### src/hw/rtl/dcp_pkg.sv
// ----------------------------------------------------------------------------
// dcp_pkg
// Shared constants and types for the distance cutoff pair finder.
// ----------------------------------------------------------------------------
package dcp_pkg;

  localparam int MAX_POINTS     = 64;
  localparam int COORD_BITS     = 16;
  localparam int POS_BITS       = 16;
  localparam int CUTOFF_BITS    = 36;
  localparam int IDX_OUT_BITS   = 6;
  localparam int CMD_FIFO_DEPTH = 2;
  localparam int OUT_FIFO_DEPTH = 8;

  typedef struct packed {
    logic full;
    logic empty;
  } fifo_stat_t;

endpackage

### src/hw/rtl/dcp_front.sv
// ----------------------------------------------------------------------------
// dcp_front
// Accepts points, assigns store indices and flags dropped points.
// ----------------------------------------------------------------------------
module dcp_front #(
  parameter int MAX_POINTS = dcp_pkg::MAX_POINTS,
  parameter int COORD_BITS = dcp_pkg::COORD_BITS,
  localparam int IW = $clog2(MAX_POINTS),
  localparam int CW = $clog2(MAX_POINTS + 1)
) (
  input  logic                          clk,
  input  logic                          rst,
  input  logic                          point_valid,
  output logic                          point_stall,
  input  logic [dcp_pkg::POS_BITS-1:0]  pos_x,
  input  logic [dcp_pkg::POS_BITS-1:0]  pos_y,
  input  logic [dcp_pkg::POS_BITS-1:0]  pos_z,
  input  logic                          new_set,
  input  dcp_pkg::fifo_stat_t           cmd_stat,
  output logic                          cmd_push,
  output logic [COORD_BITS-1:0]         cmd_x,
  output logic [COORD_BITS-1:0]         cmd_y,
  output logic [COORD_BITS-1:0]         cmd_z,
  output logic [IW-1:0]                 cmd_index,
  output logic                          cmd_full
);

  logic [CW-1:0] count;
  logic [CW-1:0] count_next;

  generate
    if (COORD_BITS <= dcp_pkg::POS_BITS) begin : g_narrow
      assign cmd_x = pos_x[COORD_BITS-1:0];
      assign cmd_y = pos_y[COORD_BITS-1:0];
      assign cmd_z = pos_z[COORD_BITS-1:0];
    end else begin : g_wide
      assign cmd_x = COORD_BITS'(pos_x);
      assign cmd_y = COORD_BITS'(pos_y);
      assign cmd_z = COORD_BITS'(pos_z);
    end
  endgenerate

  assign point_stall = cmd_stat.full;
  assign cmd_push    = point_valid && !cmd_stat.full;

  always_comb begin
    count_next = count;
    cmd_index  = '0;
    cmd_full   = 1'b0;
    if (new_set) begin
      count_next = CW'(1);
    end else if (count == CW'(MAX_POINTS)) begin
      cmd_full = 1'b1;
    end else begin
      cmd_index  = count[IW-1:0];
      count_next = count + CW'(1);
    end
  end

  always_ff @(posedge clk) begin
    if (rst) begin
      count <= '0;
    end else if (cmd_push) begin
      count <= count_next;
    end
  end

endmodule

### config.mk
export PLATFORM = sky130hd
export DESIGN_NAME = dcp_front
export DESIGN_NICKNAME = d
export VERILOG_FILES = /design/src/hw/rtl/dcp_pkg.sv /design/src/hw/rtl/dcp_front.sv
export SDC_FILE = /design/constraint.sdc
export NUM_CORES = 1
export LEC_CHECK = 0
export ABC_AREA = 1
export BUFFER_PORTS_ARGS = -buffer_cell sky130_fd_sc_hd__buf_2
export CORE_MARGIN = 8
export CORE_UTILIZATION = 24
export CTS_CLUSTER_SIZE = 20
export DETAILED_ROUTE_END_ITERATION = 12
export PLACE_DENSITY_LB_ADDON = 0.05
export SETUP_SLACK_MARGIN = 0.3
export SYNTH_ARGS = -nofsm -noshare
export SYNTH_HDL_FRONTEND = slang
export SYNTH_SLANG_ARGS = --single-unit
### constraint.sdc
create_clock -name clk -period 1.9 [get_ports clk]
set_clock_uncertainty 0.2 [all_clocks]
set_input_delay 0.38 -clock clk [delete_from_list [all_inputs] [get_ports clk]]
set_output_delay 0.38 -clock clk [all_outputs]
set_load 0.05 [all_outputs]
==> results.ini, run 1 <==
[worst_setup_path]
path_max_fanout=2
cp_common_cell=inv_2
critPathMaxStageDelay_ns=0.34
cp.arrival_ns=1.32
path_cells=inv_4 > ha_4 > inv_2 > nor2_4 > nand3_2 > inv_2 > nor3_4 > buf_6
start_kind=register
critPathRequiredTime_ns=1.32
cp-end-kind=output port
critPathKind=register to output port
slowest_stage=dfxtp_2

[min_path]
min_path_type=input port to register

[drt]
drc=0
wl_met3_um=261
postRouteAntennaNets=0
viasPerCell=4.157
route.top_layer_used=met4
dr.pass1.iters=2
wl_met2_um=932
wl_per_cell_um=13.01
finalWirelength_mm=2.069
vias=661
drt_iter0_drc=18
wl_met1_um=815

[timing]
post-route-min-period_ns=1.902
hold_violations=0
maxSlewViolCount=0
period_share_pct=100.1
slew_headroom_pct=82.67
tns_ns=-0.002365
final-setup-viol-count=1
setup_ws_ns=-0.002365
worst_slew_pin_slew_ns=0.2600
maxClockFrequency_mhz=525.7
rsz0062_at_grt=yes

[placed_design]
placed_area_um2=758.2
place_congestion=0.6963
dp.final_hpwl_mm=1.703
io_buffers=13

[yosys]
synth_fp_nets=185
synth-seq-cells=7
avgSynthCellArea_um2=6.896
synth_seq_area_share_pct=15.75
syn_area_um2=889.6
yosys_warnings=0
synth_cell_types=18
synth_area_leaders=buf_4 (41%), dfxtp_1 (16%), inv_1 (6.8%)
yosys.area.top_type_share_pct=41.35
synth_top_area_cell=buf_4
syn-instance-count=129

[global_route]
grt_max_degree=12
grt_pass1_wl_mm=3.367
grt_usage_pct=7.004
grt_pass1_vias=680
overflow=0
antenna_found_initial=0

[clocking]
cts_sinks=7
cts_tree=done
clock_latency_ns=0.23
clock_path_buffers=2
numCtsBuffers=3
h-tree-depth=1
ctsHoldBuffers=0
cts_root_buf=clkbuf_8
path_clk_slew_ns=0.04

[floorplan]
num_io_pins=111
rows=22
dieArea_um2=5911
start_util_pct=24.67
die_w_um=76.88
die_h_um=76.88
core-area_um2=3606

[cells_and_area]
drive_gt1_share_pct=55.86
fillers=413
area_growth_pct=4.079
largest_reg_flops=7
fin_nets=168
fin_area_um2=925.9
antenna_cells=0
top_register=count
reg_top3=count x7

[job]
cap_viol_max_count=0

[status]
status=finished, violations left
violations=setup timing

[power_and_ir_drop]
power_density_nw_per_um2=478.3
ir_worst_vdd_mv=0.1460
cellLeakagePower_uw=0.0004039

-- worst paths after layout --
kind         slack [ns]  startpoint  cells past startpoint           end
min                0.16         rst                      2      count[2]
max reg2reg        0.26    count[1]                     12      count[6]
min reg2reg        0.28    count[6]                      2      count[6]
max              -0.002    count[0]                      8  cmd_index[0]
-- stage by stage --
step                      power, uW  setup slack, ns  hold slack (ns)  cells  util, %
after floorplan               473.3          0.05861           0.2417    129        -
after global placement        223.7          0.09972           0.2779    147    21.03
after detailed placement      222.8          0.07968           0.2819    147    21.03
after CTS                     456.0         -0.04659           0.1607    155    24.36
after global routing          472.0         -0.06056           0.1694    159    25.68
final                         442.8        -0.002365           0.1602    159    25.68
-- metal layers --
layer | global-route usage, % | vias up
li1 | - | 315
met1 | 6.779 | 294
met2 | 10.62 | 40
met3 | 4.196 | 12
met4 | 5.577 | 0
met5 | 0 | -
-- area by class of cell --
cell class	instances	area [um2]	share of cell area, %
multi-input combinational	55	372.9	40.27
timing repair buffer	28	232.7	25.14
sequential	7	145.1	15.68
inverter	17	70.07	7.568
tap	48	60.06	6.486
clock buffer	4	45.04	4.865
-- where the power goes --
group          switching [uW]  internal (uW)
sequential               1.76            150
combinational            47.7           26.9
clock                    71.0            146
-- Yosys cell counts --
library cell and number:
a21oi_1 6, buf_2 1, buf_4 49, dfxtp_1 7
ha_1 2, inv_1 16, inv_2 1, nand2_1 13
nand2_2 3, nand3_1 11, nand4_1 3, nand4_4 1
nor2_1 5, nor2_2 4, nor2_4 2, nor3_1 2
o21ai_0 2, xor2_1 1
-- layout by cell type (no fill, tap or decap), types with 2 or more instances in the layout --
cell	n
a21oi_1	6
inv_2	5
buf_6	8
buf_4	13
nand2_2	3
inv_1	10
nand2_1	13
clkbuf_8	3
nor2_4	3
nor2_2	8
nor3_4	2
nand4_1	3
buf_2	6
nand3_1	10
dfxtp_2	4
dfxtp_1	3
-- worst max-delay path: cells and delay by family (launching register included) --
family | cells | cell delay (ns)
flip-flops | 1 | 0.34
buffers and inverters | 4 | 0.34
AND/OR/NAND/NOR | 3 | 0.28
adder cells (fa/ha/maj) | 1 | 0.14
-- timing repair --
action	in CTS	in global routing
pin swaps	4	5
setup buffers	4	4
setup endpoints to repair	6	12
gates cloned	0	0
resized for setup	15	9
-- kinds of logic (layout without fill, tap and decap cells) --
kind of cell    Yosys count  after routing  share of synthesized area (%)
compound gates            8              8                          4.501
xor+xnor                  1              1                         0.9847
fa+ha+maj                 2              2                          2.812
buf+inv                  67             49                          49.08
flops                     7              7                          15.75
simple gates             44             44                          26.86
Power figures use the tool's default switching activity.
==> run 2, diff against run 1 <==
CORE_UTILIZATION = 32   (was 24)
==> run 2 against run 1 <==
Compared with the run above: the run still ends with setup timing left; fmax down 1.3%; power shrank 16%; critical path depth unchanged; global-route usage grew 1.6 points; sequential share of layout area is 0.44 points higher; die area decreased by 20%; sequential cell count did not move; clock power down 34%; worst hold slack worse by 0.027 ns; wire length fell by 5.1%; sequential power hardly changed; utilization grew 7.8 points.
==> results.ini, run 2 (same netlist as run 1, synthesis figures left out) <==
[status]
status=finished, violations left
violations=setup timing

[timing]
hold_violations=0  ; unchanged
final-setup-viol-count=2  ; +1
period_share_pct=101.5  ; +1.3 points
worst_slew_pin_slew_ns=0.2584  ; -0.001585 ns
setup_ws_ns=-0.02780  ; -0.02543 ns
slew_headroom_pct=82.77  ; +0.11 points
maxSlewViolCount=0  ; unchanged
maxClockFrequency_mhz=518.7  ; -1.3%
post-route-min-period_ns=1.928  ; +0.02543 ns
rsz0062_at_grt=yes
hold_ws_ns=0.1327  ; -0.02746 ns

[drt]
finalWirelength_mm=1.963  ; -5.1%
viasPerCell=4.514  ; +8.6%
postRouteAntennaNets=0  ; unchanged
vias=641  ; -3.0%
drt_iter0_drc=16  ; -2
drc=0  ; unchanged
wl_per_cell_um=13.82  ; +6.2%
dr.pass1.iters=4  ; +2

[clocking]
numCtsBuffers=3  ; unchanged
path_clk_slew_ns=0.06  ; +0.02 ns
cts_tree=done
clock_path_buffers=2  ; unchanged
ctsHoldBuffers=0  ; unchanged
clock_latency_ns=0.26  ; +0.03 ns
cts_root_buf=clkbuf_4
cts_sinks=7  ; unchanged
h-tree-depth=1  ; unchanged

[global_route]
grt_usage_pct=8.648  ; +1.6 points
overflow=0  ; unchanged
grt_pass1_vias=671  ; -1.3%
grt_pass1_wl_mm=3.063  ; -9.0%
antenna_found_initial=0  ; unchanged
grt_max_degree=12  ; unchanged

[power_and_ir_drop]
swShare_pct=30.76  ; +3.6 points
total_power_uw=372.6  ; -16%
sequentialPowerShare_pct=40.5  ; +6.3 points
ir_worst_vdd_mv=0.2421  ; +66%
p_sw_uw=114.6  ; -4.8%
combPwrFrac_pct=21.0  ; +4.2 points
cellLeakagePower_uw=0.0004008  ; -0.77%
power_density_nw_per_um2=410.1  ; -14%
clkPwrFrac_pct=38.5  ; -10 points
p_int_uw=258.0  ; -20%

[worst_setup_path]
path_buf_inv=4  ; unchanged
critPathRequiredTime_ns=1.32  ; about the same
cp_common_cell=inv_4
ff2ff_path_depth=12  ; unchanged
path_cells=inv_4 > ha_4 > inv_4 > nor2_4 > nand3_4 > inv_4 > nor3_4 > buf_6
crit_family=flip-flops
r2r_end=count[6]
rr_startpoint=count[0]
cp-end-kind=output port
cp.arrival_ns=1.35  ; +0.03 ns
critPathMaxStageDelay_ns=0.35  ; about the same
start_kind=register
critPathKind=register to output port
slowest_stage=dfxtp_2
path_max_fanout=2  ; unchanged
r2r_setup_slack_ns=0.22  ; -0.04 ns

[cells_and_area]
multi_input_area_um2=385.4  ; +3.4%
top_register=count
regArea_um2=146.4  ; +0.86%
drive_gt1_share_pct=58.56  ; +2.7 points
antenna_cells=0  ; unchanged
final_common_cell=nand2_1
fin_nets=168  ; unchanged
largest_reg_flops=7  ; unchanged
reg_top3=count x7
area_growth_pct=2.110
final_core_util_pct=33.52  ; +7.8 points
fillers=310  ; -25%
layout_common_cells=nand2_1 (13), buf_4 (12), nand3_1 (10), inv_1 (9), buf_6 (9)

[placed_design]
place_congestion=0.7246  ; +4.1%
dp.final_hpwl_mm=1.527  ; -10%
io_buffers=13  ; unchanged

[min_path]
hold_path_startpoint=rst
hold_path_end=count[2]
min_path_type=input port to register
worst_hold_path.num_cells=2  ; unchanged

[job]
cap_viol_max_count=0  ; unchanged

[floorplan]
num_io_pins=111  ; unchanged
die_h_um=68.73  ; -11%
die_w_um=68.73  ; -11%
core-area_um2=2710  ; -25%
rows=19  ; -14%
dieArea_um2=4723  ; -20%
start_util_pct=32.83  ; +8.2 points

-- run 2: repair_timing --
action                     in CTS  in global routing
pin swaps                       0                  1
setup endpoints to repair       6                 10
hold endpoints to repair        0                  0
setup buffers                   5                  3
resized for setup              17                 12
-- run 2: final cells by class --
| class | instances | area share (%) |
|---|---|---|
| Clock buffer | 4 | 2.893 |
| Inverter | 17 | 8.264 |
| Multi-Input combinational cell | 55 | 42.42 |
| Sequential cell | 7 | 16.12 |
| Tap cell | 31 | 4.270 |
| Timing Repair Buffer | 28 | 26.03 |
-- run 2: power groups by stage --
stage / Combinational, uW / Clock [uW] / Sequential (uW)
floorplan: 319 / 0 / 155
global placement: 68.0 / 0 / 155
detailed placement: 67.3 / 0 / 155
CTS: 74.5 / 150 / 151
global route: 86.1 / 159 / 151
finish: 78.2 / 143 / 151
-- run 2: routing by layer --
| metal | vias up | track usage [%] | share of wire [%] |
|---|---|---|---|
| met3 | 14 | 4.362 | 14 |
| met5 | - | 0 | 0 |
| met4 | 0 | 8.521 | 2.2 |
| li1 | 318 | - | - |
| met1 | 278 | 9.404 | 39 |
| met2 | 31 | 11.73 | 44 |
-- run 2: worst max-delay path by stage --
stage,from,to,slack (ns),cells after the start
after floorplan,count[0],cmd_index[0],0.06,7
after global placement,count[0],cmd_index[0],0.10,8
after detailed placement,count[0],cmd_index[0],0.09,8
after CTS,count[0],cmd_index[0],-0.05,8
after global routing,count[0],cmd_index[0],-0.10,8
final,count[0],cmd_index[0],-0.03,8
-- run 2: stage by stage --
stage	area, um2	instances	worst slack (ns)	setup TNS [ns]
detailed placement	737.0	130	0.08924	0
global route	908.4	142	-0.1024	-0.2463
global placement	737.0	130	0.1043	0
floorplan	953.4	129	0.05861	0
finish	908.4	142	-0.02780	-0.03994
CTS	849.6	139	-0.05197	-0.06796
