[config.mk]
export PLATFORM = sky130hd
export DESIGN_NAME = dcp_back
export DESIGN_NICKNAME = d
export VERILOG_FILES = /design/src/hw/rtl/dcp_pkg.sv /design/src/hw/rtl/dcp_fifo.sv /design/src/hw/rtl/dcp_back.sv
export SDC_FILE = /design/constraint.sdc
export NUM_CORES = 2
export LEC_CHECK = 0
export ABC_AREA = 1
export BUFFER_PORTS_ARGS = -buffer_cell sky130_fd_sc_hd__buf_2
export CAP_MARGIN = 10
export CORE_UTILIZATION = 45
export CTS_CLUSTER_DIAMETER = 40
export DETAILED_ROUTE_END_ITERATION = 7
export HOLD_SLACK_MARGIN = 0.12
export PLACE_DENSITY = 0.64
export SYNTH_ARGS = -nofsm -noshare
export SYNTH_HDL_FRONTEND = slang
export SYNTH_SLANG_ARGS = --single-unit
[constraint.sdc]
create_clock -name clk -period 16.35 [get_ports clk]
set_clock_uncertainty 0.2 [all_clocks]
set_input_delay 4.0875 -clock clk [delete_from_list [all_inputs] [get_ports clk]]
set_output_delay 4.0875 -clock clk [all_outputs]
set_load 0.005 [all_outputs]
[src/hw/rtl/dcp_pkg.sv]
// ----------------------------------------------------------------------------
// dcp_pkg
// Shared constants and types for the distance cutoff pair finder.
// ----------------------------------------------------------------------------
package dcp_pkg;

  localparam int MAX_POINTS     = 64;
  localparam int COORD_BITS     = 16;
  localparam int POS_BITS       = 16;
  localparam int CUTOFF_BITS    = 36;
  localparam int IDX_OUT_BITS   = 6;
  localparam int CMD_FIFO_DEPTH = 2;
  localparam int OUT_FIFO_DEPTH = 8;

  typedef struct packed {
    logic full;
    logic empty;
  } fifo_stat_t;

endpackage

[src/hw/rtl/dcp_fifo.sv]
// ----------------------------------------------------------------------------
// dcp_fifo
// Small synchronous FIFO, power-of-two depth, head entry shown on rdata.
// ----------------------------------------------------------------------------
module dcp_fifo #(
  parameter int WIDTH = 8,
  parameter int DEPTH = 2,
  localparam int AW = $clog2(DEPTH)
) (
  input  logic               clk,
  input  logic               rst,
  input  logic               push,
  input  logic [WIDTH-1:0]   wdata,
  input  logic               pop,
  output logic [WIDTH-1:0]   rdata,
  output dcp_pkg::fifo_stat_t stat
);

  logic [WIDTH-1:0] mem [DEPTH];
  logic [AW:0]      wptr;
  logic [AW:0]      rptr;

  assign stat.empty = (wptr == rptr);
  assign stat.full  = (wptr[AW-1:0] == rptr[AW-1:0]) && (wptr[AW] != rptr[AW]);
  assign rdata      = mem[rptr[AW-1:0]];

  always_ff @(posedge clk) begin
    if (rst) begin
      wptr <= '0;
      rptr <= '0;
    end else begin
      if (push) begin
        wptr <= wptr + (AW+1)'(1);
      end
      if (pop) begin
        rptr <= rptr + (AW+1)'(1);
      end
    end
  end

  always_ff @(posedge clk) begin
    if (push) begin
      mem[wptr[AW-1:0]] <= wdata;
    end
  end

endmodule

[src/hw/rtl/dcp_back.sv]
// ----------------------------------------------------------------------------
// dcp_back
// Sweeps the point store for each command, squared-distance pipeline,
// credit-gated issue into the result FIFO.
// ----------------------------------------------------------------------------
module dcp_back #(
  parameter int MAX_POINTS = dcp_pkg::MAX_POINTS,
  parameter int COORD_BITS = dcp_pkg::COORD_BITS,
  localparam int IW  = $clog2(MAX_POINTS),
  localparam int PW  = 3 * COORD_BITS,
  localparam int SQW = 2 * COORD_BITS,
  localparam int SUMW = (SQW + 2 > dcp_pkg::CUTOFF_BITS) ? SQW + 2 : dcp_pkg::CUTOFF_BITS,
  localparam int OW  = 2 * dcp_pkg::IDX_OUT_BITS + 3
) (
  input  logic                              clk,
  input  logic                              rst,
  input  logic [COORD_BITS-1:0]             cmd_x,
  input  logic [COORD_BITS-1:0]             cmd_y,
  input  logic [COORD_BITS-1:0]             cmd_z,
  input  logic [IW-1:0]                     cmd_index,
  input  logic                              cmd_full,
  input  dcp_pkg::fifo_stat_t               cmd_stat,
  output logic                              cmd_pop,
  input  logic [dcp_pkg::CUTOFF_BITS-1:0]   cutoff,
  output logic                              ram_we,
  output logic [IW-1:0]                     ram_waddr,
  output logic [PW-1:0]                     ram_wdata,
  output logic [IW-1:0]                     ram_raddr,
  input  logic [PW-1:0]                     ram_rdata,
  output logic                              pair_valid,
  input  logic                              pair_stall,
  output logic [dcp_pkg::IDX_OUT_BITS-1:0]  earlier_index,
  output logic [dcp_pkg::IDX_OUT_BITS-1:0]  new_index,
  output logic                              is_pair,
  output logic                              store_full,
  output logic                              last
);

  localparam int OUT_DEPTH = dcp_pkg::OUT_FIFO_DEPTH;
  localparam int RW = $clog2(OUT_DEPTH + 1);
  localparam int XW = dcp_pkg::IDX_OUT_BITS;

  typedef enum logic [1:0] {S_IDLE, S_SWEEP, S_MARK} state_t;

  state_t                state;
  logic [IW-1:0]         idx;
  logic [COORD_BITS-1:0] cur_x, cur_y, cur_z;
  logic [IW-1:0]         cur_newi;
  logic                  cur_full;

  logic [RW-1:0] rsv;
  logic          credit_ok;
  logic          issue_cmp;
  logic          issue_mark;

  logic                  t1_valid, t1_mark, t1_full;
  logic [IW-1:0]         t1_idx, t1_newi;
  logic [COORD_BITS-1:0] t1_x, t1_y, t1_z;

  logic                  t2_valid, t2_mark, t2_full;
  logic [IW-1:0]         t2_idx, t2_newi;
  logic [COORD_BITS-1:0] t2_ax, t2_ay, t2_az;

  logic                  t3_valid, t3_mark, t3_full;
  logic [IW-1:0]         t3_idx, t3_newi;
  logic [SQW-1:0]        t3_sx, t3_sy, t3_sz;

  logic [SUMW-1:0] d2;
  logic            hit;
  logic            opush;
  logic            odrop;
  logic            opop;
  logic [OW-1:0]   owdata;
  logic [OW-1:0]   ordata;
  dcp_pkg::fifo_stat_t ostat;

  function automatic logic [COORD_BITS-1:0] abs_diff(input logic [COORD_BITS-1:0] a,
                                                      input logic [COORD_BITS-1:0] b);
    logic [COORD_BITS:0] d;
    d = {a[COORD_BITS-1], a} - {b[COORD_BITS-1], b};
    if (d[COORD_BITS]) begin
      d = -d;
    end
    return d[COORD_BITS-1:0];
  endfunction

  assign credit_ok  = (rsv < RW'(OUT_DEPTH));
  assign cmd_pop    = (state == S_IDLE) && !cmd_stat.empty;
  assign issue_cmp  = (state == S_SWEEP) && credit_ok;
  assign issue_mark = (state == S_MARK) && credit_ok;

  assign ram_we    = cmd_pop && !cmd_full;
  assign ram_waddr = cmd_index;
  assign ram_wdata = {cmd_x, cmd_y, cmd_z};
  assign ram_raddr = idx;

  always_ff @(posedge clk) begin
    if (rst) begin
      state <= S_IDLE;
      idx   <= '0;
    end else begin
      case (state)
        S_IDLE: begin
          if (cmd_pop) begin
            cur_x    <= cmd_x;
            cur_y    <= cmd_y;
            cur_z    <= cmd_z;
            cur_newi <= cmd_index;
            cur_full <= cmd_full;
            idx      <= '0;
            state    <= (cmd_full || cmd_index == '0) ? S_MARK : S_SWEEP;
          end
        end
        S_SWEEP: begin
          if (credit_ok) begin
            if (idx + IW'(1) == cur_newi) begin
              state <= S_MARK;
            end else begin
              idx <= idx + IW'(1);
            end
          end
        end
        S_MARK: begin
          if (credit_ok) begin
            state <= S_IDLE;
          end
        end
        default: state <= S_IDLE;
      endcase
    end
  end

  always_ff @(posedge clk) begin
    if (rst) begin
      t1_valid <= 1'b0;
      t2_valid <= 1'b0;
      t3_valid <= 1'b0;
    end else begin
      t1_valid <= issue_cmp || issue_mark;
      t2_valid <= t1_valid;
      t3_valid <= t2_valid;
    end
  end

  always_ff @(posedge clk) begin
    t1_mark <= issue_mark;
    t1_full <= cur_full;
    t1_idx  <= idx;
    t1_newi <= cur_newi;
    t1_x    <= cur_x;
    t1_y    <= cur_y;
    t1_z    <= cur_z;

    t2_mark <= t1_mark;
    t2_full <= t1_full;
    t2_idx  <= t1_idx;
    t2_newi <= t1_newi;
    t2_ax   <= abs_diff(ram_rdata[PW-1:2*COORD_BITS], t1_x);
    t2_ay   <= abs_diff(ram_rdata[2*COORD_BITS-1:COORD_BITS], t1_y);
    t2_az   <= abs_diff(ram_rdata[COORD_BITS-1:0], t1_z);

    t3_mark <= t2_mark;
    t3_full <= t2_full;
    t3_idx  <= t2_idx;
    t3_newi <= t2_newi;
    t3_sx   <= SQW'(t2_ax) * SQW'(t2_ax);
    t3_sy   <= SQW'(t2_ay) * SQW'(t2_ay);
    t3_sz   <= SQW'(t2_az) * SQW'(t2_az);
  end

  assign d2    = SUMW'(t3_sx) + SUMW'(t3_sy) + SUMW'(t3_sz);
  assign hit   = (d2 != '0) && (d2 < SUMW'(cutoff));
  assign opush = t3_valid && (t3_mark || hit);
  assign odrop = t3_valid && !t3_mark && !hit;

  always_comb begin
    if (t3_mark) begin
      owdata = {XW'(0), XW'(t3_newi), 1'b0, t3_full, 1'b1};
    end else begin
      owdata = {XW'(t3_idx), XW'(t3_newi), 1'b1, 1'b0, 1'b0};
    end
  end

  dcp_fifo #(
    .WIDTH (OW),
    .DEPTH (OUT_DEPTH)
  ) u_out_fifo (
    .clk   (clk),
    .rst   (rst),
    .push  (opush),
    .wdata (owdata),
    .pop   (opop),
    .rdata (ordata),
    .stat  (ostat)
  );

  assign pair_valid = !ostat.empty;
  assign opop       = pair_valid && !pair_stall;
  assign {earlier_index, new_index, is_pair, store_full, last} = ordata;

  // reservations cover tokens in flight plus entries held in the result FIFO
  always_ff @(posedge clk) begin
    if (rst) begin
      rsv <= '0;
    end else begin
      rsv <= rsv + RW'(issue_cmp || issue_mark) - RW'(opop) - RW'(odrop);
    end
  end

endmodule

==> impl_metrics.ini <==
[layout]
final_common_cell = inv_1
seqCellArea_sq_um = 10400
drive_above_1_share = 0.07910
final_cell_mix = 1316 x inv_1, 914 x nand2_1, 529 x fa_1
design_area_sq_um = 46540
nNetsFinal = 6239
areaGrowthSynthToFinish_pct = 9.744
multi_input_area_sq_um = 26280
fillers = 8968

[detailed_routing]
wirelength_microns = 86220
drt-vias-per-instance = 4.716
drc = 0
drt-initial-drc-count = 1515
vias = 30420
dr.pass1.iters = 6
final_antenna_net_count = 0
wl_per_cell_microns = 13.37

[critical_path]
critical_path.startpoint = cmd_stat[0]
critical_path_required_ps = 12060
worst_setup_path_end_kind = primary output
cpLargestDelayFamily = buffers and inverters
r2r_end = t3_sy[26]
reg2reg_slack_ps = 9840
cp.depth = 5
crit_end = ram_we
crit_type = in2out
r2r-start = t2_ay[9]
path_cells = buf_2 > nor2_1 > inv_1 > nor2_1 > buf_2
slowest_stage = inv_1
crit_path_start_kind = input pin
critPathBufInv = 3
critPathArrivalTime_ps = 4630
reg2regPathDepth = 20
critPathMaxStageDelay_ps = 120
crit_fanout = 4

[logic_synthesis]
synth_cells = 5013
netlist_area_sq_um = 42410
synth.distinct_cells = 56
syn_avg_cell_area_sq_um = 8.460
synth_area_leader_cell = fa_1
ys_warn_count = 0
async_flop_share = 0
synth_top_area_frac = 0.2497
ys_ff_latch = 432
synth-edff-count = 175
synth.area.top_cells = fa_1 25%, ha_1 12%, edfxtp_1 12%
synth-main-ff-cell = dfxtp_1
seq_area_frac_synth = 0.2452

[die]
die_h_microns = 309
initial_core_util = 0.4544
fp.dieW_microns = 309
num_rows = 112
ios = 222
design.core.area_sq_um = 93330
dieArea_sq_um = 95480

[status]
status = complete, no violations

[timing]
hold_viol_final = 0
fin_tns_setup_ps = 0
rsz0062_at_grt = no
period_needed_ps = 8914
max_freq_mhz = 112.2
worstMarginPinSlew_ps = 1078
maxSlewHeadroom = 0.2809
finalCritPeriodShare = 0.5452
drv_slew = 0
setup-violations-final = 0

[clock_tree]
root_buffer = clkbuf_16
cts_buffers = 60
postCtsSetupRepairBufs = 0
clk_latency_ps = 670
clk_pin_slew_ps = 60
cts_resized = 0
clock_path_buffers = 3
holdBufCountCts = 2
cts_tree = done
h-tree-depth = 2
cts.sinks = 432

[place]
gp_congestion = 0.8839
place_hpwl_microns = 70180
io_buffers = 220
placed_cell_area_sq_um = 44400

[grt]
grt_max_degree = 62
grt_pass1_vias = 30390
grt_pass1_wl_microns = 145400
antenna_found_initial = 0
gr-total-overflow = 0
grt.total_usage = 0.1866

[run]
drv_cap = 0

[min_path]
hold_path.class = reg2reg
==> kinds of logic after synthesis <==
family                     share of synthesized area
DFF                                           0.2452
other                                     0.00008842
buffers and inverters                         0.1365
and+or+nand+nor                               0.1435
xor gates and xnor gates                     0.04110
AOI/OAI and AO/OA                            0.05942
muxes                                      0.0002655
adders and majority gates                     0.3739
==> worst min-delay path by stage <==
stage | slack [ps] | endpoint | cells after the start | from
3_3_place_gp | 110 | t2_idx[2] | 0 | t1_idx[2]
5_1_grt | 130 | t3_newi[5] | 0 | t2_newi[5]
4_1_cts | 120 | t3_newi[1] | 0 | t2_newi[1]
2_1_floorplan | 110 | t2_full | 0 | t1_full
3_5_place_dp | 110 | t2_idx[5] | 0 | t1_idx[5]
6_report | 120 | t3_newi[1] | 0 | t2_newi[1]
==> per-layer routing <==
layer | share of wire | GRT usage
met5 | 0 | 0
met4 | 0.017 | 0.04052
met3 | 0.050 | 0.02453
met2 | 0.47 | 0.3134
met1 | 0.47 | 0.2565
==> metrics by stage <==
step	std cells	util	hold slack, ps	setup slack (ps)
2_1_floorplan	5015	-	109.6	7639
3_3_place_gp	6335	0.4757	111.0	7440
3_5_place_dp	6335	0.4757	112.1	7436
4_1_cts	6450	0.4987	124.0	7434
5_1_grt	6450	0.4987	133.1	7342
6_report	6451	0.4987	122.5	7436
==> state kept, by name (all words and copies together) (netlist names), 16 cells and up, named ones only <==
| name | count |
|---|---|
| cur_x | 16 |
| t1_z | 16 |
| t1_y | 16 |
| cur_z | 16 |
| t2_ay | 16 |
| t3_sx | 31 |
| cur_y | 16 |
| t3_sz | 31 |
| t2_ax | 16 |
| t2_az | 16 |
| u_out_fifo.mem | 120 |
| t3_sy | 31 |
| t1_x | 16 |
==> cells in the mapped netlist (36+ instances only) <==
cell type	count
edfxtp_1	175
fa_1	529
nor3_1	36
o21ai_0	133
a21oi_1	195
nor2_1	329
buf_4	55
nand3_1	109
nand2_1	914
xnor2_1	72
xor2_1	127
inv_1	1317
ha_1	421
dfxtp_1	257
clkbuf_1	109
==> final cells by class <==
cell class	count	share of cell area
multi-input cells	3096	0.5645
flip-flops and latches	432	0.2235
inverters	1321	0.1065
clock buffers	71	0.03470
well taps	1254	0.03371
repair buffers	234	0.02602
clock inverters	42	0.01099
diodes	1	0.00005376
Power is not shown: default switching activity piles up to over one toggle a cycle in this logic, so the estimate is an artifact.
