**config.mk**
```make
export PLATFORM = sky130hd
export DESIGN_NAME = dcp_fifo
export DESIGN_NICKNAME = d
export VERILOG_FILES = /design/src/hw/rtl/dcp_pkg.sv /design/src/hw/rtl/dcp_fifo.sv
export SDC_FILE = /design/constraint.sdc
export NUM_CORES = 1
export LEC_CHECK = 0
export ABC_CLOCK_PERIOD_IN_PS = 2700
export BUFFER_PORTS_ARGS = -buffer_cell sky130_fd_sc_hd__buf_2
export CAP_MARGIN = 20
export CORE_MARGIN = 4
export CORE_UTILIZATION = 52
export DETAILED_ROUTE_END_ITERATION = 10
export PLACE_DENSITY = 0.88
export SETUP_SLACK_MARGIN = 0.02
export SLEW_MARGIN = 20
export SYNTH_ARGS = -nofsm -noshare
export SYNTH_HDL_FRONTEND = slang
export SYNTH_SLANG_ARGS = --single-unit
```
**constraint.sdc**
```tcl
create_clock -name clk -period 2.7 [get_ports clk]
set_clock_uncertainty 0.15 [all_clocks]
set_input_delay 0.27 -clock clk [delete_from_list [all_inputs] [get_ports clk]]
set_output_delay 0.27 -clock clk [all_outputs]
set_load 0.03 [all_outputs]
```
**src/hw/rtl/dcp_pkg.sv**
```systemverilog
// ----------------------------------------------------------------------------
// dcp_pkg
// Shared constants and types for the distance cutoff pair finder.
// ----------------------------------------------------------------------------
package dcp_pkg;

  localparam int MAX_POINTS     = 64;
  localparam int COORD_BITS     = 16;
  localparam int POS_BITS       = 16;
  localparam int CUTOFF_BITS    = 36;
  localparam int IDX_OUT_BITS   = 6;
  localparam int CMD_FIFO_DEPTH = 2;
  localparam int OUT_FIFO_DEPTH = 8;

  typedef struct packed {
    logic full;
    logic empty;
  } fifo_stat_t;

endpackage

```
**src/hw/rtl/dcp_fifo.sv**
```systemverilog
// ----------------------------------------------------------------------------
// dcp_fifo
// Small synchronous FIFO, power-of-two depth, head entry shown on rdata.
// ----------------------------------------------------------------------------
module dcp_fifo #(
  parameter int WIDTH = 8,
  parameter int DEPTH = 2,
  localparam int AW = $clog2(DEPTH)
) (
  input  logic               clk,
  input  logic               rst,
  input  logic               push,
  input  logic [WIDTH-1:0]   wdata,
  input  logic               pop,
  output logic [WIDTH-1:0]   rdata,
  output dcp_pkg::fifo_stat_t stat
);

  logic [WIDTH-1:0] mem [DEPTH];
  logic [AW:0]      wptr;
  logic [AW:0]      rptr;

  assign stat.empty = (wptr == rptr);
  assign stat.full  = (wptr[AW-1:0] == rptr[AW-1:0]) && (wptr[AW] != rptr[AW]);
  assign rdata      = mem[rptr[AW-1:0]];

  always_ff @(posedge clk) begin
    if (rst) begin
      wptr <= '0;
      rptr <= '0;
    end else begin
      if (push) begin
        wptr <= wptr + (AW+1)'(1);
      end
      if (pop) begin
        rptr <= rptr + (AW+1)'(1);
      end
    end
  end

  always_ff @(posedge clk) begin
    if (push) begin
      mem[wptr[AW-1:0]] <= wdata;
    end
  end

endmodule

```
==> results.md, run 1 <==
- From bottom edge to top edge, the die measures 47.2 µm.
- The most common cell after layout, fill and taps aside is buf_2.
- The top achievable clock speed is 551 MHz.
- The total clock buffers created by CTS is 3.
- The via count of the first global-routing pass is about 400.
- The detail-routed via count per cell is 5.10.
- The destination of the worst register-to-register timing path is wptr[1]$_SDFFE_PP0P_.
- In the final routed layout, each cell accounts on average for about 15 µm.
- In this run, placement finished with an instance count of 82.
- The critical path goes through mux2_2, buf_2.
- The worst setup path is captured at a primary output.
- The routability congestion estimate from global placement is 0.682.
- The initial core utilization is 0.583.
- The total standard cell area after synthesis is 797 µm².
- The number of buffers inserted by port buffering is 21.
- For this block, the via count after detailed routing is 454.
- The layout overhead on the synthesized area is 22.0%.
- The worst pin sits at a relative slew slack of 0.763.
- The total count of max-transition violations in the final report was 0.
- The overall power after layout is 0.648 mW.
- The worst register-to-register path begins at wptr[0]$_SDFFE_PP0P_.
- The critical setup path kind is reg -> out.
- In this run the standard cell core region covers 1370 µm².
- On the worst path, the slowest cell contributes a delay of about 0.55 ns.
- The tree built by TritonCTS fans out to 21 sinks.
- Across the run, the number of max-cap violations was 0.
- Summed over all layers, the global routing overflow is 0.
- Clock-pin slew was measured on the worst setup and hold paths at about 0.11 ns.
- The number of antenna violations at the first check in global routing came to 0.
- TritonCTS built the clock tree.
- The Yosys warning count is 0.
- Across every metal layer, demand over resource in global routing totals 0.137.
- Setup repair after global routing left no endpoint under its margin.
- The post-synthesis register bit count is 21.
- The initialized floorplan defines 13 standard-cell rows.
- The critical path's slowest cell is dfxtp_1.
- The number of failing hold endpoints at the final stage was 0.
- The proportion of synthesized chip area in sequential cells is 0.728.
- In this run, the number of DRC markers left after iteration 0 of detailed routing was 5.
- Prior to clock tree synthesis, the placed netlist has a worst setup slack of around 1.2 ns.
- The total wire length after detailed routing is approximately 1400 µm.
- The leakage dissipation is 0.381 nW.
- The gate count after technology mapping is 47.
- After the last flow step, the layout net total stands at 87.
- At the pin with the least slew margin, the transition time is 0.355 ns.
- From left edge to right edge, the die measures 47.2 µm.
- The worst vdd rail ir drop is 392 µV.
- The depth of the worst register-to-register path is 2.
- The path with the worst hold slack has its endpoint at mem[1][2]$_DFFE_PP_.
- Gates resized during post-CTS repair numbered 0.
- Counting along the longest clock path gives a buffer depth of 2.
- The setup slack after layout is 0.886 ns.
- The count of H-tree levels built during CTS is 1.
- The share of the clock period used by the worst path is 0.672.
- The classification of the worst-slack hold path is in -> reg.
- The post-route setup TNS is 0 ns.
- Counting instances, the worst hold path has a depth of 1.
- For this design the top-level I/O count stands at 22.
- For this run, the number of standard cells in the final layout without fillers is 89.
- The worst register-to-register path has a setup slack of 1.49 ns.
- Summing all placed instances gives a cell area of 916 µm².
- The first-pass GRT wire length is 1980 µm.
- After detailed routing, the number of remaining DRC violations is 0.
- In this run the post-CTS setup repair buffer count came out at 0.
- The floorplan step defined a die boundary enclosing 2220 µm².
- Averaged over all synthesized cells, the footprint is 17.0 µm².
- At the worst endpoint, the required time is 2.28 ns.
- The post-layout minimum cycle time is approximately 1.8 ns.
- STA classifies the critical path startpoint as a register.
- The arrival time of data at the critical path endpoint is 1.39 ns.
- In the layout the commonest cells are 21 x buf_2, 16 x edfxtp_1, 8 x mux2_2.
- Dividing total power by cell area gives a power density of 667 nW/µm².
- The fraction of final layout cells with drive strength greater than 1 is 0.486.
- The cell sitting at the root of the clock tree is a clkbuf_4.
- The maximum fanout encountered on the critical timing path is 8.
- Setup violations remaining at the end of the flow were counted as 0.
- The launch point of the worst hold path is wdata[2].
- The detail route stage leaves a number of antenna-violating nets equal to 0.
- At the later pin of the worst-skew pair, clock insertion delay measures roughly 0.29 ns.
- The run finished with clean final reports.
- The synthesized net count is 59.
- The number of buffers inserted for hold repair after clock tree synthesis is 0.
- The first detailed-routing pass ran for 4 iterations.
- Summing all non-filler instances in the final layout gives an area of 972 µm².
- The post-synthesis cell type count is 14.
- Entering global routing, the biggest net connects 12 pins.
- The repair_antennas step left the layout with diodes totalling 0.
critical path: cells and delay by family (launching register included):
kind,cells,cell delay [ns]
muxes,1,0.38
buffers and inverters,1,0.18
DFF,1,0.55
state kept, by name, indices dropped and copies added (netlist names), named ones only:
| signal | cells |
|---|---|
| wptr | 2 |
| mem | 16 |
| rptr | 2 |
how the worst max path moves through the flow:
stage,slack (ns),start,end,cells after the start
2_1_floorplan,1.33,rptr[1]$_SDFFE_PP0P_,stat[0],2
3_3_place_gp,1.21,register,rdata[1],2
3_5_place_dp,1.21,register,rdata[6],2
4_1_cts,0.87,register,rdata[1],2
5_1_grt,0.81,register,rdata[7],2
6_report,0.89,register,rdata[1],2
cells by family after synthesis:
group	synth area share
xor gates and xnor gates	0.0440
AOI/OAI and AO/OA	0.0188
and+or+nand+nor	0.0707
muxes	0.132
buffers and inverters	0.00627
DFF	0.728
per-layer routing:
| layer | wire [µm] | GRT usage | part of all wire | up-vias |
|---|---|---|---|---|
| met5 | 0 | 0 | 0 | - |
| met3 | 77 | 0.0460 | 0.057 | 4 |
| met1 | 575 | 0.164 | 0.42 | 205 |
| li1 | - | - | - | 228 |
| met2 | 689 | 0.230 | 0.51 | 17 |
| met4 | 16 | 0.0497 | 0.012 | 0 |
per-stage QoR:
step            util  hold WS, ns
3_3_place_gp   0.670        0.307
2_1_floorplan      -        0.189
6_report       0.712       0.0111
3_5_place_dp   0.670        0.312
5_1_grt        0.712      0.00208
4_1_cts        0.690      0.00333
cells in the mapped netlist (all sizes together):
cell    number  area share
nor2         5       0.024
a21oi        1      0.0063
a21bo        1       0.013
xor2         1       0.011
buf          1      0.0063
and2b        1       0.011
nor2b        2       0.016
and2         1       0.011
edfxtp      16        0.60
mux2         9        0.13
xnor2        3       0.033
dfxtp        5        0.13
nand3b       1      0.0094
power by group:
group	internal [mW]	switching, mW	total, mW
clock network	0.0574	0.0876	0.145
logic	0.0488	0.0699	0.119
registers	0.371	0.0141	0.385
total	0.477	0.172	0.648
layout make-up:
| type | count | area, µm² |
|---|---|---|
| fill | 92 | 394 |
| sequential | 21 | 581 |
| multi-input combinational | 25 | 211 |
| timing repair buffer | 24 | 135 |
| tap | 15 | 18.8 |
| clock buffer | 4 | 26.3 |
Power figures use the tool's default switching activity.
==> run 2: changes to the inputs <==
ABC_CLOCK_PERIOD_IN_PS = 1600   (was 2700)
CORE_ASPECT_RATIO = 1.25   (was not set)
CORE_UTILIZATION = 44   (was 52)
PLACE_DENSITY = 0.81   (was 0.88)
clock period = 1.6 ns   (was 2.7 ns; I/O delays follow)
==> run 2 against run 1 <==
Against the previous run:
- via count is 5.1% higher
- sequential power is 69% higher
- non-clock buffer count is 8 higher
- power is 75% higher
- register-to-register slack worse by 1.1 ns
- routed wire length is 3.6% higher
- global-route usage is 1.6 points lower
- count of clock-buffer cells in the layout stayed put
- setup slack worse by 0.83 ns
- clock power is 68% higher
- critical path depth stayed put
- highest routed layer unchanged
==> results.md, run 2 (same netlist as run 1, synthesis figures left out) <==
- The count of TritonRoute iterations in the first routing pass is 3 (-1).
- The classification of the worst-slack hold path is reg -> reg.
- The areal power density over the cells is 1030 nW/µm² (+54%).
- The clock-pin slew on the worst setup and hold paths is 0.11 ns (about the same).
- The routed wire length per instance is 14.1 µm (-7.8%).
- The maximum fanout encountered on the critical timing path is 8 (unchanged).
- The total inserted antenna cells is 0 (unchanged).
- Leaving out fill and tap cells, the most frequent cells in the layout are 16 x edfxtp_1, 12 x buf_2, 11 x dlygate4sd3_1.
- The fraction of final layout cells with drive strength greater than 1 was 0.488 (+0.00132).
- The kind of capture point of the worst setup path is a primary output.
- The clock tree buffer depth is 2 (unchanged).
- The number of failing hold endpoints at the final stage was 0 (unchanged).
- The die width is 46.1 µm (-2.3%).
- The routed wire length on met3 came to 88 µm (+14%).
- The footprint of the multi-input gates is 219 µm² (+3.6%).
- The global routing usage summed across all routing layers is 0.121 (-0.0159).
- The total clock buffers created by CTS is 3 (unchanged).
- The leakage dissipation was 0.429 nW (+13%).
- The clock latency at the later pin of the worst-skew pair is 0.29 ns (about the same).
- The sequential cell area was 587 µm² (+1.1%).
- The pin count of the biggest net entering global routing was 12 (unchanged).
- The count of buffering cells on the critical path with inverters included was 1 (unchanged).
- The signal on the critical path passes through mux2_2, buf_4.
- Of the available clock period, the critical path in the final layout requires 0.963.
- The number of DRC markers after the initial detailed-route iteration was 1 (-4).
- The delay contributed by the slowest stage of the critical path is 0.42 ns (-0.13 ns).
- The uppermost metal layer occupied by signal nets is met4.
- The initial core utilization is 0.486 (-0.0978).
- Among cell families on the critical path, the largest total delay comes from flip-flops.
- The via count of the first global-routing pass was 506 (+24%).
- The DRC violation count after routing was 0 (unchanged).
- The total placed cells including tap cells was 85 (+3.7%).
- The setup path with the least slack is of type reg -> out.
- The number of routed nets with antenna violations is 0 (unchanged).
- The total count of max-transition violations in the final report is 0 (unchanged).
- The number of standard-cell rows in the floorplan came to 16 (+3).
- The post-place setup slack is 0.193 ns (-1.02 ns).
- The setup slack after layout is 0.0588 ns (-0.828 ns).
- The number of max-cap violations is 0 (unchanged).
- For this run, the top clock speed supported by timing is approximately 650 MHz.
- CTS placed an instance of clkbuf_4 at the clock tree root.
- The detail-routed via count per cell is 4.77 (-6.5%).
- Setup repair after global routing could not meet its margin everywhere.
- The number of cells in the finished layout apart from fillers was 100 (+12%).
- Relative to the synthesized area, the layout overhead comes to 38.5%.
- The total setup violations reported at the end of the flow is 0 (unchanged).
- The via count of the routed design is 477 (+5.1%).
- The run finished with clean final reports.
- The post-layout minimum cycle time is between 1.5 and 2 ns.
- For this design, the slowest cell found on the critical path is dfxtp_4.
- The floorplan core area is 1640 µm² (+20%).
- The number of top-level pins came to 22 (unchanged).
- The routability congestion estimate from global placement is 0.656 (-3.8%).
- The first-pass GRT wire length is 2250 µm (+14%).
- The chip height is 55.6 µm (+18%).
- The CTS tree is built.
- The number of buffers added for setup after CTS is 0 (unchanged).
- The residual overflow from global routing is 0 (unchanged).
- The clock sink count was 21 (unchanged).
- The arrival time of data at the critical path endpoint is 1.23 ns (-0.16 ns).
- The most common cell after layout, fill and taps aside is edfxtp_1.
- The number of filler instances in the final layout is 130 (+41%).
- The worst vdd rail ir drop is 539 µV (+37%).
- The wire length on met1 is 546 µm (-5.0%).
- The endpoint required time on the critical path came to 1.29 ns (-0.99 ns).
- The met2 wirelength from detailed routing is 760 µm (+10%).
- The number of buffers inserted by port buffering is 21 (unchanged).
- The HPWL after detailed placement is about 960 µm.
- The total wire length after detailed routing was 1410 µm (+3.6%).
- The startpoint kind of the worst setup timing path is a register.
- The number of antenna violations at the first check in global routing is 0 (unchanged).
- The area enclosed by the die boundary is 2560 µm² (+15%).
- The flip-flop count of the largest register after layout is 16 (unchanged).
- The count of H-tree levels built during CTS is 1 (unchanged).
- The tightest slew margin relative to the limit is 0.872 (+0.109).
- The transition time at the pin with the least slew margin was 0.191 ns (-0.163 ns).
- The post-route core utilization is 0.672 (-0.0393).
- The final layout net count is 95 (+9.2%).
[run 2: changes by cell type in the layout (fill, tap and decap cells not counted)]
cell	delta
buf_4	+5
dfxtp_4	+1
dfxtp_2	+2
buf_6	+3
dlygate4sd3_1	+8
xnor2_1	-1
clkbuf_4	+1
xnor2_2	+1
dfxtp_1	-3
buf_2	-9
[run 2: area by class of cell]
| cell class | count | area share |
|---|---|---|
| multi-input combinational | 25 | 0.198 |
| tap | 18 | 0.0204 |
| timing repair buffer | 32 | 0.226 |
| sequential | 21 | 0.532 |
| clock buffer | 4 | 0.0238 |
[run 2: worst register-to-register path, delay by kind of cell, from the launching register on]
kind | cells | cell delay [ns]
flops | 1 | 0.41
mux | 1 | 0.31
simple gates | 1 | 0.25
[run 2: metal layers]
metal | global-route usage | vias to the layer above
met5 | 0 | -
met4 | 0.0732 | 0
met3 | 0.0324 | 2
met2 | 0.193 | 15
met1 | 0.138 | 221
li1 | - | 239
[run 2: where the power goes]
group,switching (mW),internal [mW]
clock network,0.147,0.0969
registers,0.0239,0.627
logic,0.124,0.118
[run 2: what timing repair did]
action | CTS | global route
hold endpoints to repair | 20 | 0
pin swaps | 0 | 0
endpoints found under the setup margin | 8 | 9
hold buffers | 11 | 0
gates resized for setup | 2 | 23
[run 2: path summary, 6_finish.rpt]
kind | slack, ns | from | cells past startpoint | to
min | 0.40 | rptr[0]$_SDFFE_PP0P_ | 2 | rptr[1]$_SDFFE_PP0P_
min reg2reg | 0.40 | rptr[0]$_SDFFE_PP0P_ | 2 | rptr[1]$_SDFFE_PP0P_
max reg2reg | 0.38 | wptr[0]$_SDFFE_PP0P_ | 2 | wptr[1]$_SDFFE_PP0P_
max | 0.06 | register | 2 | rdata[6]
[run 2: through the flow]
step           hold WS (ns)  setup TNS, ns  cell area (µm²)  power (mW)
2_1_floorplan        0.0791              0              797       0.796
4_1_cts               0.416              0             1060        1.12
3_5_place_dp          0.204              0              920       0.859
5_1_grt               0.428       -0.00493             1100        1.19
3_3_place_gp          0.199              0              920       0.849
6_report              0.401              0             1100        1.14
